<file path="config.mk">
export PLATFORM = sky130hd
export DESIGN_NAME = aimd_congestion_window_top
export DESIGN_NICKNAME = d
export VERILOG_FILES = /design/src/rtl/aimd_pkg.sv /design/src/rtl/aimd_div.sv /design/src/rtl/aimd_mul.sv /design/src/rtl/aimd_congestion_window_top.sv
export SDC_FILE = /design/constraint.sdc
export NUM_CORES = 1
export LEC_CHECK = 0
export ABC_AREA = 0
export ABC_CLOCK_PERIOD_IN_PS = 4500
export BUFFER_PORTS_ARGS = -buffer_cell sky130_fd_sc_hd__buf_4
export CORE_MARGIN = 8
export CORE_UTILIZATION = 40
export DETAILED_ROUTE_END_ITERATION = 7
export GPL_TIMING_DRIVEN = 0
export PLACE_DENSITY = 0.55
export SLEW_MARGIN = 5
export SYNTH_ARGS = -nofsm -noshare
export SYNTH_HDL_FRONTEND = slang
export SYNTH_HIERARCHICAL = 1
export SYNTH_SLANG_ARGS = --single-unit
export TNS_END_PERCENT = 1
</file>
<file path="constraint.sdc">
create_clock -name clk -period 4.5 [get_ports clk]
set_input_delay 0.675 -clock clk [delete_from_list [all_inputs] [get_ports clk]]
set_output_delay 0.675 -clock clk [all_outputs]
set_load 0.01 [all_outputs]
</file>
<file path="src/rtl/aimd_pkg.sv">
// shared constants, codes and types for the aimd congestion window block
// no dependencies; imported by every module of the block
`default_nettype none

package aimd_pkg;

  // fixed point format of window and threshold
  localparam int FRAC_BITS = 8;
  localparam int SEG_BITS  = 32;

  localparam int VAL_W       = 24;
  localparam int STEP_W      = 16;
  localparam int FACT_W      = 9;
  localparam int MODE_W      = 4;
  localparam int SEG_FIELD_W = 32;
  localparam int WHOLE_OUT_W = 16;
  localparam int CFG_IDX_W   = 3;
  localparam int CFG_DATA_W  = 24;
  localparam int IN_USER_W   = 4;
  localparam int OUT_DATA_W  = 2 * VAL_W + WHOLE_OUT_W;

  // integer part of the window, used as divisor in avoidance
  localparam int WHOLE_W = VAL_W - FRAC_BITS;
  // decrease factor has 256 standing for 1.0
  localparam int DEC_SHIFT = 8;
  localparam int PROD_W    = VAL_W + FACT_W;

  localparam int DIV_CNT_W = $clog2(STEP_W);
  localparam int MUL_CNT_W = $clog2(FACT_W);

  localparam logic [VAL_W-1:0] VAL_MAX = {VAL_W{1'b1}};

  // bit positions in mode_bits
  localparam int MODE_CONST   = 0;
  localparam int MODE_NO_CWA  = 1;
  localparam int MODE_TO_INIT = 2;
  localparam int MODE_NO_MARK = 3;

  typedef enum logic [1:0] {
    CMD_INTEREST = 2'd0,
    CMD_DATA     = 2'd1,
    CMD_LOSS     = 2'd2
  } cmd_t;

  typedef enum logic [CFG_IDX_W-1:0] {
    CFG_INIT_WINDOW    = 3'd0,
    CFG_INIT_THRESHOLD = 3'd1,
    CFG_INCREASE_STEP  = 3'd2,
    CFG_DECREASE_FACT  = 3'd3,
    CFG_THRESH_FLOOR   = 3'd4,
    CFG_MODE_BITS      = 3'd5
  } cfg_idx_t;

  typedef enum logic [2:0] {
    ST_IDLE,
    ST_EVAL,
    ST_MUL,
    ST_DIV,
    ST_OUT
  } state_t;

endpackage

`default_nettype wire

</file>
<file path="src/rtl/aimd_div.sv">
// bit-serial restoring divider: increase step over the integer part of the window
// one quotient bit per cycle; uses aimd_pkg
`default_nettype none

module aimd_div import aimd_pkg::*; (
  input  wire                clk,
  input  wire                rst_n,
  input  wire                start,
  input  wire  [STEP_W-1:0]  dividend,
  input  wire  [WHOLE_W-1:0] divisor,
  output logic               done,
  output logic [STEP_W-1:0]  quotient
);

  logic                 busy_r;
  logic                 done_r;
  logic [DIV_CNT_W-1:0] cnt_r;
  logic [STEP_W-1:0]    quot_r, quot_nxt;
  logic [WHOLE_W-1:0]   rem_r, rem_nxt;
  logic [WHOLE_W-1:0]   divisor_r;
  logic [WHOLE_W:0]     trial;
  logic                 fits;

  // dividend bits leave at the top of quot_r while quotient bits enter at the bottom
  always_comb begin
    trial    = {rem_r, quot_r[STEP_W-1]};
    fits     = trial >= {1'b0, divisor_r};
    rem_nxt  = fits ? WHOLE_W'(trial - {1'b0, divisor_r}) : trial[WHOLE_W-1:0];
    quot_nxt = {quot_r[STEP_W-2:0], fits};
  end

  always_ff @(posedge clk) begin
    if (!rst_n) begin
      busy_r <= 1'b0;
      done_r <= 1'b0;
      cnt_r  <= '0;
    end else begin
      done_r <= 1'b0;
      if (start) begin
        busy_r <= 1'b1;
        cnt_r  <= DIV_CNT_W'(STEP_W - 1);
      end else if (busy_r) begin
        cnt_r <= cnt_r - 1'b1;
        if (cnt_r == '0) begin
          busy_r <= 1'b0;
          done_r <= 1'b1;
        end
      end
    end
  end

  always_ff @(posedge clk) begin
    if (start) begin
      quot_r    <= dividend;
      rem_r     <= '0;
      divisor_r <= divisor;
    end else if (busy_r) begin
      quot_r <= quot_nxt;
      rem_r  <= rem_nxt;
    end
  end

  assign done     = done_r;
  assign quotient = quot_r;

endmodule

`default_nettype wire

</file>
<file path="src/rtl/aimd_mul.sv">
// bit-serial shift-add multiplier: window times decrease factor
// one factor bit per cycle, msb first; uses aimd_pkg
`default_nettype none

module aimd_mul import aimd_pkg::*; (
  input  wire                clk,
  input  wire                rst_n,
  input  wire                start,
  input  wire  [VAL_W-1:0]   mcand,
  input  wire  [FACT_W-1:0]  factor,
  output logic               done,
  output logic [PROD_W-1:0]  product
);

  logic                 busy_r;
  logic                 done_r;
  logic [MUL_CNT_W-1:0] cnt_r;
  logic [VAL_W-1:0]     mcand_r;
  logic [FACT_W-1:0]    fac_r;
  logic [PROD_W-1:0]    acc_r, acc_nxt;

  always_comb begin
    acc_nxt = {acc_r[PROD_W-2:0], 1'b0}
            + (fac_r[FACT_W-1] ? PROD_W'(mcand_r) : '0);
  end

  always_ff @(posedge clk) begin
    if (!rst_n) begin
      busy_r <= 1'b0;
      done_r <= 1'b0;
      cnt_r  <= '0;
    end else begin
      done_r <= 1'b0;
      if (start) begin
        busy_r <= 1'b1;
        cnt_r  <= MUL_CNT_W'(FACT_W - 1);
      end else if (busy_r) begin
        cnt_r <= cnt_r - 1'b1;
        if (cnt_r == '0) begin
          busy_r <= 1'b0;
          done_r <= 1'b1;
        end
      end
    end
  end

  always_ff @(posedge clk) begin
    if (start) begin
      mcand_r <= mcand;
      fac_r   <= factor;
      acc_r   <= '0;
    end else if (busy_r) begin
      fac_r <= {fac_r[FACT_W-2:0], 1'b0};
      acc_r <= acc_nxt;
    end
  end

  assign done    = done_r;
  assign product = acc_r;

endmodule

`default_nettype wire

</file>
<file path="src/rtl/aimd_congestion_window_top.sv">
// aimd congestion window controller: slow start, avoidance and recovery-gated decrease
// depends on aimd_pkg, aimd_mul and aimd_div
//
//  channel | dir    | handshake                | payload
//  in_     | slave  | in_tvalid / in_tready    | tdata seg_num, tuser cmd, is_retx, cong_mark
//  out_    | master | out_tvalid / out_tready  | tdata window, threshold, window_whole; tuser decreased
//  cfg_    | slave  | cfg_valid / cfg_ready    | cfg_index, cfg_data
//
// an event passes from transfer through evaluation to the output register; a decrease adds a 9-bit serial multiply,
// a growth step in avoidance a 16-bit serial divide; one event is in work at a time
// the result sits in an output register, so the next event is taken while it waits
// rst_n (synchronous) loads the reset register values and the initial window and threshold
// cfg_ready is always high; writes are expected only while no event is in work
`default_nettype none

module aimd_congestion_window_top import aimd_pkg::*; (
  input  wire                     clk,
  input  wire                     rst_n,
  input  wire                     in_tvalid,
  output logic                    in_tready,
  input  wire  [SEG_FIELD_W-1:0]  in_tdata,   // seg_num[31:0]
  input  wire  [IN_USER_W-1:0]    in_tuser,   // cmd[1:0], is_retx[2], cong_mark[3]
  output logic                    out_tvalid,
  input  wire                     out_tready,
  output logic [OUT_DATA_W-1:0]   out_tdata,  // window[23:0], threshold[47:24], window_whole[63:48]
  output logic [0:0]              out_tuser,  // decreased[0]
  input  wire                     cfg_valid,
  output logic                    cfg_ready,
  input  wire  [CFG_IDX_W-1:0]    cfg_index,
  input  wire  [CFG_DATA_W-1:0]   cfg_data
);

  state_t state_r, state_nxt;

  // configuration registers
  logic [VAL_W-1:0]  init_window_r, floor_r;
  logic [STEP_W-1:0] step_r;
  logic [FACT_W-1:0] factor_r;
  logic [MODE_W-1:0] mode_r;

  // controller state
  logic [VAL_W-1:0]    window_r, threshold_r;
  logic [SEG_BITS-1:0] hi_int_r, hi_data_r, rec_pt_r;
  logic                got_data_r;

  // latched event
  logic [1:0]          cmd_r;
  logic [SEG_BITS-1:0] seg_r;
  logic                retx_r, mark_r;
  logic                dec_r;

  // output register
  logic                   out_valid_r;
  logic [OUT_DATA_W-1:0]  out_data_r;
  logic                   out_dec_r;

  logic in_fire, cfg_fire, out_load;
  logic is_data, marked, want_shrink, want_grow, gate_ok, shrink_ok, slow;
  logic mul_start, div_start, mul_done, div_done;
  logic [PROD_W-1:0]  product;
  logic [STEP_W-1:0]  quotient;
  logic [WHOLE_W-1:0] whole, divisor;
  logic [VAL_W-1:0]   dec_val, dec_thr;
  logic [VAL_W:0]     sum_step, sum_quot;

  assign in_fire   = in_tvalid && in_tready;
  assign cfg_fire  = cfg_valid && cfg_ready;
  assign cfg_ready = 1'b1;
  assign in_tready = (state_r == ST_IDLE);
  assign out_load  = (state_r == ST_OUT) && (!out_valid_r || out_tready);

  // event decisions taken in the evaluate cycle, and the decrease and growth values used when a serial unit is done
  always_comb begin
    is_data     = (cmd_r == CMD_DATA);
    marked      = mark_r && !mode_r[MODE_NO_MARK];
    want_shrink = (is_data && marked) || ((cmd_r == CMD_LOSS) && got_data_r);
    want_grow   = is_data && !marked && !mode_r[MODE_CONST];
    // max(hi_data, seg) > rec_pt splits into two parallel compares
    gate_ok     = mode_r[MODE_NO_CWA] || (hi_data_r > rec_pt_r)
                || (is_data && (seg_r > rec_pt_r));
    shrink_ok   = want_shrink && gate_ok;
    slow        = window_r < threshold_r;
    mul_start   = (state_r == ST_EVAL) && shrink_ok && !mode_r[MODE_CONST];
    div_start   = (state_r == ST_EVAL) && want_grow && !slow;
    whole       = window_r[VAL_W-1:FRAC_BITS];
    divisor     = (whole == '0) ? WHOLE_W'(1) : whole;
    sum_step    = {1'b0, window_r} + (VAL_W+1)'(step_r);
    sum_quot    = {1'b0, window_r} + (VAL_W+1)'(quotient);
    dec_val     = (|product[PROD_W-1:VAL_W+DEC_SHIFT]) ? VAL_MAX
                : product[VAL_W+DEC_SHIFT-1:DEC_SHIFT];
    dec_thr     = (dec_val < floor_r) ? floor_r : dec_val;
  end

  always_comb begin
    state_nxt = state_r;
    unique case (state_r)
      ST_IDLE: if (in_fire) state_nxt = ST_EVAL;
      ST_EVAL: begin
        priority if (mul_start) state_nxt = ST_MUL;
        else if (div_start)     state_nxt = ST_DIV;
        else                    state_nxt = ST_OUT;
      end
      ST_MUL:  if (mul_done) state_nxt = ST_OUT;
      ST_DIV:  if (div_done) state_nxt = ST_OUT;
      ST_OUT:  if (out_load) state_nxt = ST_IDLE;
      default: state_nxt = ST_IDLE;
    endcase
  end

  always_ff @(posedge clk) begin
    if (!rst_n) state_r <= ST_IDLE;
    else        state_r <= state_nxt;
  end

  aimd_mul u_mul (
    .clk     (clk),
    .rst_n   (rst_n),
    .start   (mul_start),
    .mcand   (window_r),
    .factor  (factor_r),
    .done    (mul_done),
    .product (product)
  );

  aimd_div u_div (
    .clk      (clk),
    .rst_n    (rst_n),
    .start    (div_start),
    .dividend (step_r),
    .divisor  (divisor),
    .done     (div_done),
    .quotient (quotient)
  );

  // event latch
  always_ff @(posedge clk) begin
    if (in_fire) begin
      cmd_r  <= in_tuser[1:0];
      seg_r  <= SEG_BITS'(in_tdata);
      retx_r <= in_tuser[2];
      mark_r <= in_tuser[3];
    end
  end

  // controller state and configuration
  always_ff @(posedge clk) begin
    if (!rst_n) begin
      init_window_r    <= VAL_W'(256);
      step_r           <= STEP_W'(256);
      factor_r         <= FACT_W'(128);
      floor_r          <= VAL_W'(512);
      mode_r           <= '0;
      window_r         <= VAL_W'(256);
      threshold_r      <= VAL_MAX;
      hi_int_r         <= '0;
      hi_data_r        <= '0;
      rec_pt_r         <= '0;
      got_data_r       <= 1'b0;
      dec_r            <= 1'b0;
    end else begin
      if (state_r == ST_EVAL) begin
        dec_r <= 1'b0;
        if ((cmd_r == CMD_INTEREST) && !retx_r) hi_int_r <= seg_r;
        if (is_data) begin
          got_data_r <= 1'b1;
          if (seg_r > hi_data_r) hi_data_r <= seg_r;
        end
        if (shrink_ok) rec_pt_r <= hi_int_r;
        if (want_grow && slow) window_r <= sum_step[VAL_W] ? VAL_MAX : sum_step[VAL_W-1:0];
      end
      if (mul_done) begin
        threshold_r <= dec_thr;
        window_r    <= mode_r[MODE_TO_INIT] ? init_window_r : dec_thr;
        dec_r       <= 1'b1;
      end
      if (div_done) window_r <= sum_quot[VAL_W] ? VAL_MAX : sum_quot[VAL_W-1:0];
      if (cfg_fire) begin
        unique case (cfg_index)
          CFG_INIT_WINDOW: begin
            init_window_r <= cfg_data[VAL_W-1:0];
            window_r      <= cfg_data[VAL_W-1:0];
          end
          // the initial threshold only matters as the value loaded here
          CFG_INIT_THRESHOLD: threshold_r <= cfg_data[VAL_W-1:0];
          CFG_INCREASE_STEP:  step_r      <= cfg_data[STEP_W-1:0];
          CFG_DECREASE_FACT:  factor_r    <= cfg_data[FACT_W-1:0];
          CFG_THRESH_FLOOR:   floor_r     <= cfg_data[VAL_W-1:0];
          CFG_MODE_BITS:      mode_r      <= cfg_data[MODE_W-1:0];
          default: ;
        endcase
      end
    end
  end

  // output register
  always_ff @(posedge clk) begin
    if (!rst_n) begin
      out_valid_r <= 1'b0;
    end else if (out_load) begin
      out_valid_r <= 1'b1;
    end else if (out_tready) begin
      out_valid_r <= 1'b0;
    end
  end

  always_ff @(posedge clk) begin
    if (out_load) begin
      out_data_r <= {WHOLE_OUT_W'(window_r >> FRAC_BITS), threshold_r, window_r};
      out_dec_r  <= dec_r;
    end
  end

  assign out_tvalid = out_valid_r;
  assign out_tdata  = out_data_r;
  assign out_tuser  = out_dec_r;

  // a result only appears after the controller reached its output state
  a_out_from_state: assert property (@(posedge clk) disable iff (!rst_n)
    $rose(out_valid_r) |-> $past(state_r == ST_OUT))
    else $error("result presented without a finished event");

  // serial units finish only in the state that waits for them
  a_div_done_state: assert property (@(posedge clk) disable iff (!rst_n)
    div_done |-> state_r == ST_DIV)
    else $error("divider finished outside its wait state");

  a_mul_done_state: assert property (@(posedge clk) disable iff (!rst_n)
    mul_done |-> state_r == ST_MUL)
    else $error("multiplier finished outside its wait state");

  // a decrease never leaves the threshold under the floor
  a_floor_kept: assert property (@(posedge clk) disable iff (!rst_n)
    mul_done && !cfg_fire |=> threshold_r >= floor_r)
    else $error("threshold below floor after decrease");

endmodule

`default_nettype wire

</file>
==> After elaboration in Yosys (flattened, before gate mapping) <==
Cells that the tools add are included.
{ "totals": {"word_cells": 154, "regBits": 454, "out_inout_bits": 68, "in_bits": 68} }
{ "classes": {"n_addsub": 6, "eq_ne": 15, "n_reduce_logical": 48, "n_bitwise": 3, "n_lt_le_gt_ge": 6, "n_mux": 43} }
{ "op_table": {"columns": ["op", "count"], "rows": [
  ["24-bit two-way mux", 15],
  ["32-bit greater-than comparator", 3],
  ["24-bit by 16-bit adder with 25-bit output", 2],
  ["24-bit less-than comparator", 2],
  ["16-bit two-way mux", 3],
  ["33-bit adder", 1],
  ["3-bit two-way mux", 6],
  ["9-bit two-way mux", 2],
  ["17-bit by 16-bit greater-or-equal comparator with 1-bit output", 1],
  ["16-bit zero test", 1],
  ["4-bit two-way mux", 4],
  ["2-bit AND reduction", 8],
  ["16-bit subtractor", 1],
  ["1-bit logical AND", 15],
  ["3-bit one-hot mux with 5 select lines", 1],
  ["3-bit by 2-bit == test with 1-bit output (second input constant)", 4],
  ["1-bit two-way mux", 12],
  ["3-bit == test (second input constant)", 3],
  ["4-bit zero test", 2],
  ["2-bit nonzero test", 4],
  ["4-bit by 1-bit subtractor with 4-bit output (second input constant)", 2],
  ["3-bit by 1-bit == test with 1-bit output (second input constant)", 2],
  ["1-bit zero test", 6],
  ["3-bit zero test", 2],
  ["other kinds (11)", 19]
]} }

==> Depth between registers and ports, before layout <==
{ "depth": {"ltp_word": 12, "mapped_depth": 15, "mapped_depth_nobuf": 14} }

==> Hierarchy <==
The synthesis kept the hierarchy.
{ "by_module_without_submodules": {"columns": ["mod", "n_inst", "area_per_inst_um2", "seq_area_each_um2", "cells_per_inst"], "rows": [
  ["aimd_congestion_window_top", 1, 17864.6, 7096.8, 2106],
  ["aimd_mul", 1, 4070.2, 1771.7, 417],
  ["aimd_div", 1, 3074.2, 1401.3, 283]
]} }

==> Worst setup path before layout <==
OpenSTA, ideal clock, no wires.
{ "synth_timing": {"path_type": "reg-to-reg", "startpoint": "reg threshold_r[19]", "endpoint": "reg u_div.quot_r[0] (netlist: u_div/quotient[0]), data pin", "period_less_slack_ps": 3385, "path_buffers": 2, "slack_ps": 1115, "required_time_ps": 4240, "t_arrival_ps": 3125, "setup_time_ps": 260, "stages_incl_launch_ff": 11, "cell_sequence": "dfxtp_1 inv_1 ha_1 nand4_1 nor4_1 nand2_1 a21oi_1 o21a_1 clkbuf_1 buf_1 mux2_2"} }
{ "synth_via": {"elab_chain_len": 4} }
{ "synth_lines": {"columns": ["element", "line_no", "rtl"], "rows": [
  ["start, declared", "aimd_congestion_window_top.sv:42", "logic [VAL_W-1:0] window_r, threshold_r;"],
  ["start signal, assigned", "aimd_congestion_window_top.sv:172", "threshold_r <= dec_thr;"],
  ["start signal, assigned", "aimd_congestion_window_top.sv:184", "CFG_INIT_THRESHOLD: threshold_r <= cfg_data[VAL_W-1:0];"],
  ["24-bit less-than comparator", "aimd_congestion_window_top.sv:82", "slow = window_r < threshold_r;"],
  ["1-bit zero test", "aimd_congestion_window_top.sv:84", "div_start = (state_r == ST_EVAL) && want_grow && !slow;"],
  ["1-bit logical AND", "aimd_congestion_window_top.sv:84", null],
  ["via div_start", "aimd_congestion_window_top.sv:59", "logic mul_start, div_start, mul_done, div_done;"],
  ["16-bit two-way mux", "aimd_div.sv:53", "if (start) begin"],
  ["end signal, assigned", "aimd_div.sv:54", "quot_r <= dividend;"],
  ["end signal, assigned", "aimd_div.sv:58", "quot_r <= quot_nxt;"],
  ["end, declared", "aimd_div.sv:18", "logic [STEP_W-1:0] quot_r, quot_nxt;"]
]} }
The timed path passes the listed nets, and every way through them passes these cells.
A chain may end at the register's enable or synchronous reset.

==> Worst setup path after layout <==
{ "layout_timing": {"startpoint": "reg u_mul.acc_r[32] (netlist: u_mul/product[32])", "endpoint": "reg window_r[3]"} }
{ "layout_via": {"elab_chain_len": 8} }
{ "layout_lines": {"columns": ["element", "line_no", "rtl"], "rows": [
  ["start, declared", "aimd_mul.sv:20", "logic [PROD_W-1:0] acc_r, acc_nxt;"],
  ["start signal, assigned", "aimd_mul.sv:54", "acc_r <= acc_nxt;"],
  ["24-bit two-way mux *", "aimd_congestion_window_top.sv:89", "dec_val = (|product[PROD_W-1:VAL_W+DEC_SHIFT]) ? VAL_MAX"],
  ["24-bit less-than comparator", "aimd_congestion_window_top.sv:91", "dec_thr = (dec_val < floor_r) ? floor_r : dec_val;"],
  ["24-bit two-way mux *", "aimd_congestion_window_top.sv:91", null],
  ["24-bit two-way mux *", "aimd_congestion_window_top.sv:173", "window_r <= mode_r[MODE_TO_INIT] ? init_window_r : dec_thr;"],
  ["24-bit two-way mux *", "aimd_congestion_window_top.sv:171", "if (mul_done) begin"],
  ["24-bit two-way mux *", "aimd_congestion_window_top.sv:176", "if (div_done) window_r <= sum_quot[VAL_W] ? VAL_MAX : sum_quot[VAL_W-1:0];"],
  ["24-bit two-way mux", "aimd_congestion_window_top.sv:178", "unique case (cfg_index)"],
  ["24-bit two-way mux *", "aimd_congestion_window_top.sv:177", "if (cfg_fire) begin"],
  ["end signal, assigned", "aimd_congestion_window_top.sv:173", null],
  ["end signal, assigned", "aimd_congestion_window_top.sv:176", null],
  ["end signal, assigned", "aimd_congestion_window_top.sv:181", "window_r <= cfg_data[VAL_W-1:0];"],
  ["end, declared", "aimd_congestion_window_top.sv:42", null]
]} }
Mark *: on every way between the ends. The rest lies on a longest branch, timed or not.

==> flow_metrics.tcl <==
set metrics [dict create \
    status "complete, no violations" \
    crit_end "window_r[3]" \
    holdBufCountCts 0 \
    synthArstFlopShare 0 \
    r2r-start "u_mul/product[32]" \
    fin_crit_sh 0.954 \
    r2r_cells 12 \
    track_usage 0.232 \
    p_total_mw 11.9 \
    cp_slowest_cell "or4_4" \
    syn-num-nets 3093 \
    clockBufferDepth 3 \
    place.gp.congestion 0.927 \
    hold_viol 0 \
    cp.required_ns 5.00 \
    core_area_um2 61700 \
    crit_fanout 10 \
    initial_core_util 0.405 \
    tritoncts "done" \
    die_y_um 266 \
    whs_path_depth 1 \
    synth_edf_count 150 \
    antenna_found_initial 2 \
    grt_pass1_wl_um 127000 \
    htree_num_levels 2 \
    crit_path_cell_trace "clkbuf_1 -> or2_2 -> ha_1 -> nand4_1 -> or4_4 -> nand2b_1 -> nand4_1 -> nor2_1 -> clkbuf_1 -> o21ai_0 -> o21ai_0 -> a32o_1" \
    power.density_nw_per_um2 411 \
    numCtsBuffers 52 \
    root_buffer "clkbuf_16" \
    dp.cells 3779 \
    cp_data_arrival_time_ns 4.79 \
    post-dp-hpwl_um 65800 \
    wl_um 85100 \
    synth_warnings 6 \
    nNetsFinal 3290 \
    clk_latency_ns 0.61 \
    gr-total-overflow 0 \
    relSlewSlack 0.302 \
    drive_gt1_frac 0.115 \
    ir_drop_mv 0.280 \
    drt_iter0_drc 1783 \
    final_util 0.470 \
    first_pass_iters 6 \
    via_per_inst 5.62 \
    whs_ns 0.237 \
    num-fill-cells 6011 \
    synth_seq_cells 438 \
    start_kind "flop" \
    dieArea_um2 70800 \
    crit_start "u_mul/product[32]" \
    top_level_ports 136 \
    path_clk_slew_ns 0.06 \
    syn_area_um2 25000 \
    tightest_slew_ns 1.05 \
    setup_viol 0 \
    min_path_type "in2reg" \
    r2r_setup_slack_ns 0.21 \
    maxCapViolations 0 \
    rr_endpoint "window_r[3]" \
    p_leak_nw 11.4 \
    grt_pass1_vias 20900 \
    drv_slew 0 \
    cts.sink_count 438 \
    crit_path_max_incr_delay_ns 0.58 \
    die_w_um 266 \
    fin_cells 3887 \
    grt_max_degree 28 \
    synth_cell_types 102 \
    wl_per_cell_um 21.9 \
    syn_to_final_growth_pct 16.1 \
    drc 0 \
    row_count 91 \
    ys.flop_type "dfxtp_1" \
    path_class "reg2reg" \
    port_buffers 134 \
    critPathCaptureType "flop" \
    yosysSeqAreaShare 0.411 \
    fin_skew_ns 0.0161 \
    syn_avg_cell_area_um2 8.91 \
    ant_nets 0 \
    period_needed_ns 4.29 \
    vias 21900 \
    synthCells 2806 \
    max_freq_mhz 233 \
]
synthesized netlist by cell type (34+ instances only):
| cell type | instances | area (um2) |
|---|---|---|
| ha_1 | 215 | 2690 |
| a21o_1 | 56 | 420 |
| o21ai_0 | 136 | 681 |
| a21oi_1 | 279 | 1400 |
| mux2i_1 | 62 | 621 |
| clkbuf_1 | 134 | 503 |
| xnor2_1 | 34 | 298 |
| a211oi_1 | 50 | 375 |
| nand3_1 | 79 | 395 |
| nor2_1 | 144 | 541 |
| dfxtp_1 | 288 | 5770 |
| inv_1 | 157 | 589 |
| nor3_1 | 44 | 220 |
| nand2_1 | 413 | 1550 |
| nand4_1 | 44 | 275 |
| edfxtp_1 | 150 | 4500 |
worst min-delay path by stage:
stage,from,end,slack [ns]
2_1_floorplan,threshold_r[10],out_tdata[34],0.41
3_3_place_gp,dec_r,out_tuser,0.42
3_5_place_dp,dec_r,out_tuser,0.42
4_1_cts,in_tdata[18],seg_r[18],0.20
5_1_grt,in_tdata[18],seg_r[18],0.21
6_report,in_tdata[15],seg_r[15],0.24
report_power, final:
group	internal [mW]	total, mW	switching (mW)
sequential	4.31	4.61	0.308
combinational	0.984	2.78	1.79
clock	2.76	4.55	1.79
total	8.05	11.9	3.89
per-layer routing:
layer  global-route usage  vias to the layer above  wire length (um)
met1                0.294                    10400             36100
met4               0.0803                        0              2870
met5                    0                        -                 0
met3               0.0512                      171              6380
li1                     -                    10500                 -
met2                0.388                      768             39800
worst max-delay path: cells and delay by family, from the launching register on:
family / cells / cell delay (ns)
AOI/OAI and AO/OA: 3 / 1.04
and+or+nand+nor: 6 / 1.89
adders and majority gates: 1 / 0.33
buffers and inverters: 2 / 0.53
DFF: 1 / 0.39
sequential cells by signal (all words and copies together) (netlist names), 32 cells and up:
register	flops
rec_pt_r	32
hi_int_r	32
u_mul/product	33
out_tdata	48
seg_r	32
hi_data_r	32
what timing repair did:
action	CTS	global route
pin swaps	0	1
gates cloned	1	0
resized for setup	6	2
endpoints found under the setup margin	97	77
buffers inserted	0	6
layout by cell type (no fill, tap or decap), types with 22 or more instances in the layout:
| cell type | instances |
|---|---|
| a211oi_1 | 50 |
| a21oi_1 | 278 |
| a21o_1 | 56 |
| nand2_1 | 413 |
| mux2i_1 | 62 |
| o21a_1 | 31 |
| or2_2 | 29 |
| xnor2_1 | 34 |
| edfxtp_1 | 150 |
| clkbuf_16 | 56 |
| ha_1 | 215 |
| inv_1 | 155 |
| nor2_1 | 143 |
| nor2b_1 | 23 |
| xor2_1 | 30 |
| o211ai_1 | 22 |
| clkbuf_1 | 140 |
| nand3_1 | 79 |
| o21ai_0 | 136 |
| and2_1 | 30 |
| nor3_1 | 44 |
| dfxtp_1 | 288 |
| buf_4 | 157 |
| nand4_1 | 44 |
metrics by stage:
stage / instance area (um2) / TNS [ns] / setup slack, ns
final: 29000 / 0 / 0.206
after global routing: 29000 / -0.00643 / -0.00392
after CTS: 29000 / 0 / 0.0174
after detailed placement: 27100 / -31.17 / -0.545
after global placement: 27100 / -18.93 / -0.378
after floorplan: 25000 / 0 / 1.11
area by class of cell:
| class | count | area, um2 | share of cell area |
|---|---|---|---|
| Antenna cell | 3 | 7.51 | 0.000259 |
| Buffer | 168 | 726 | 0.0250 |
| Clock buffer | 69 | 1510 | 0.0520 |
| Clock inverter | 29 | 338 | 0.0116 |
| Inverter | 159 | 604 | 0.0208 |
| Multi-Input combinational cell | 2041 | 13400 | 0.463 |
| Sequential cell | 438 | 10300 | 0.354 |
| Tap cell | 837 | 1050 | 0.0361 |
| Timing Repair Buffer | 142 | 1090 | 0.0376 |
| Timing Repair inverter | 1 | 5.00 | 0.000172 |
cells by family (layout without fill, tap and decap cells):
logic type / after synthesis / count (layout) / synth area share
other: 1 / 4 / 0.000150
buffers and inverters: 327 / 568 / 0.0528
XOR/XNOR: 64 / 64 / 0.0224
AND/OR/NAND/NOR: 901 / 901 / 0.168
multiplexers: 88 / 88 / 0.0367
adder cells (fa/ha/maj): 219 / 219 / 0.111
AO/OA/AOI/OAI: 768 / 768 / 0.199
flip-flops: 438 / 438 / 0.411
Power figures use the tool's default switching activity.
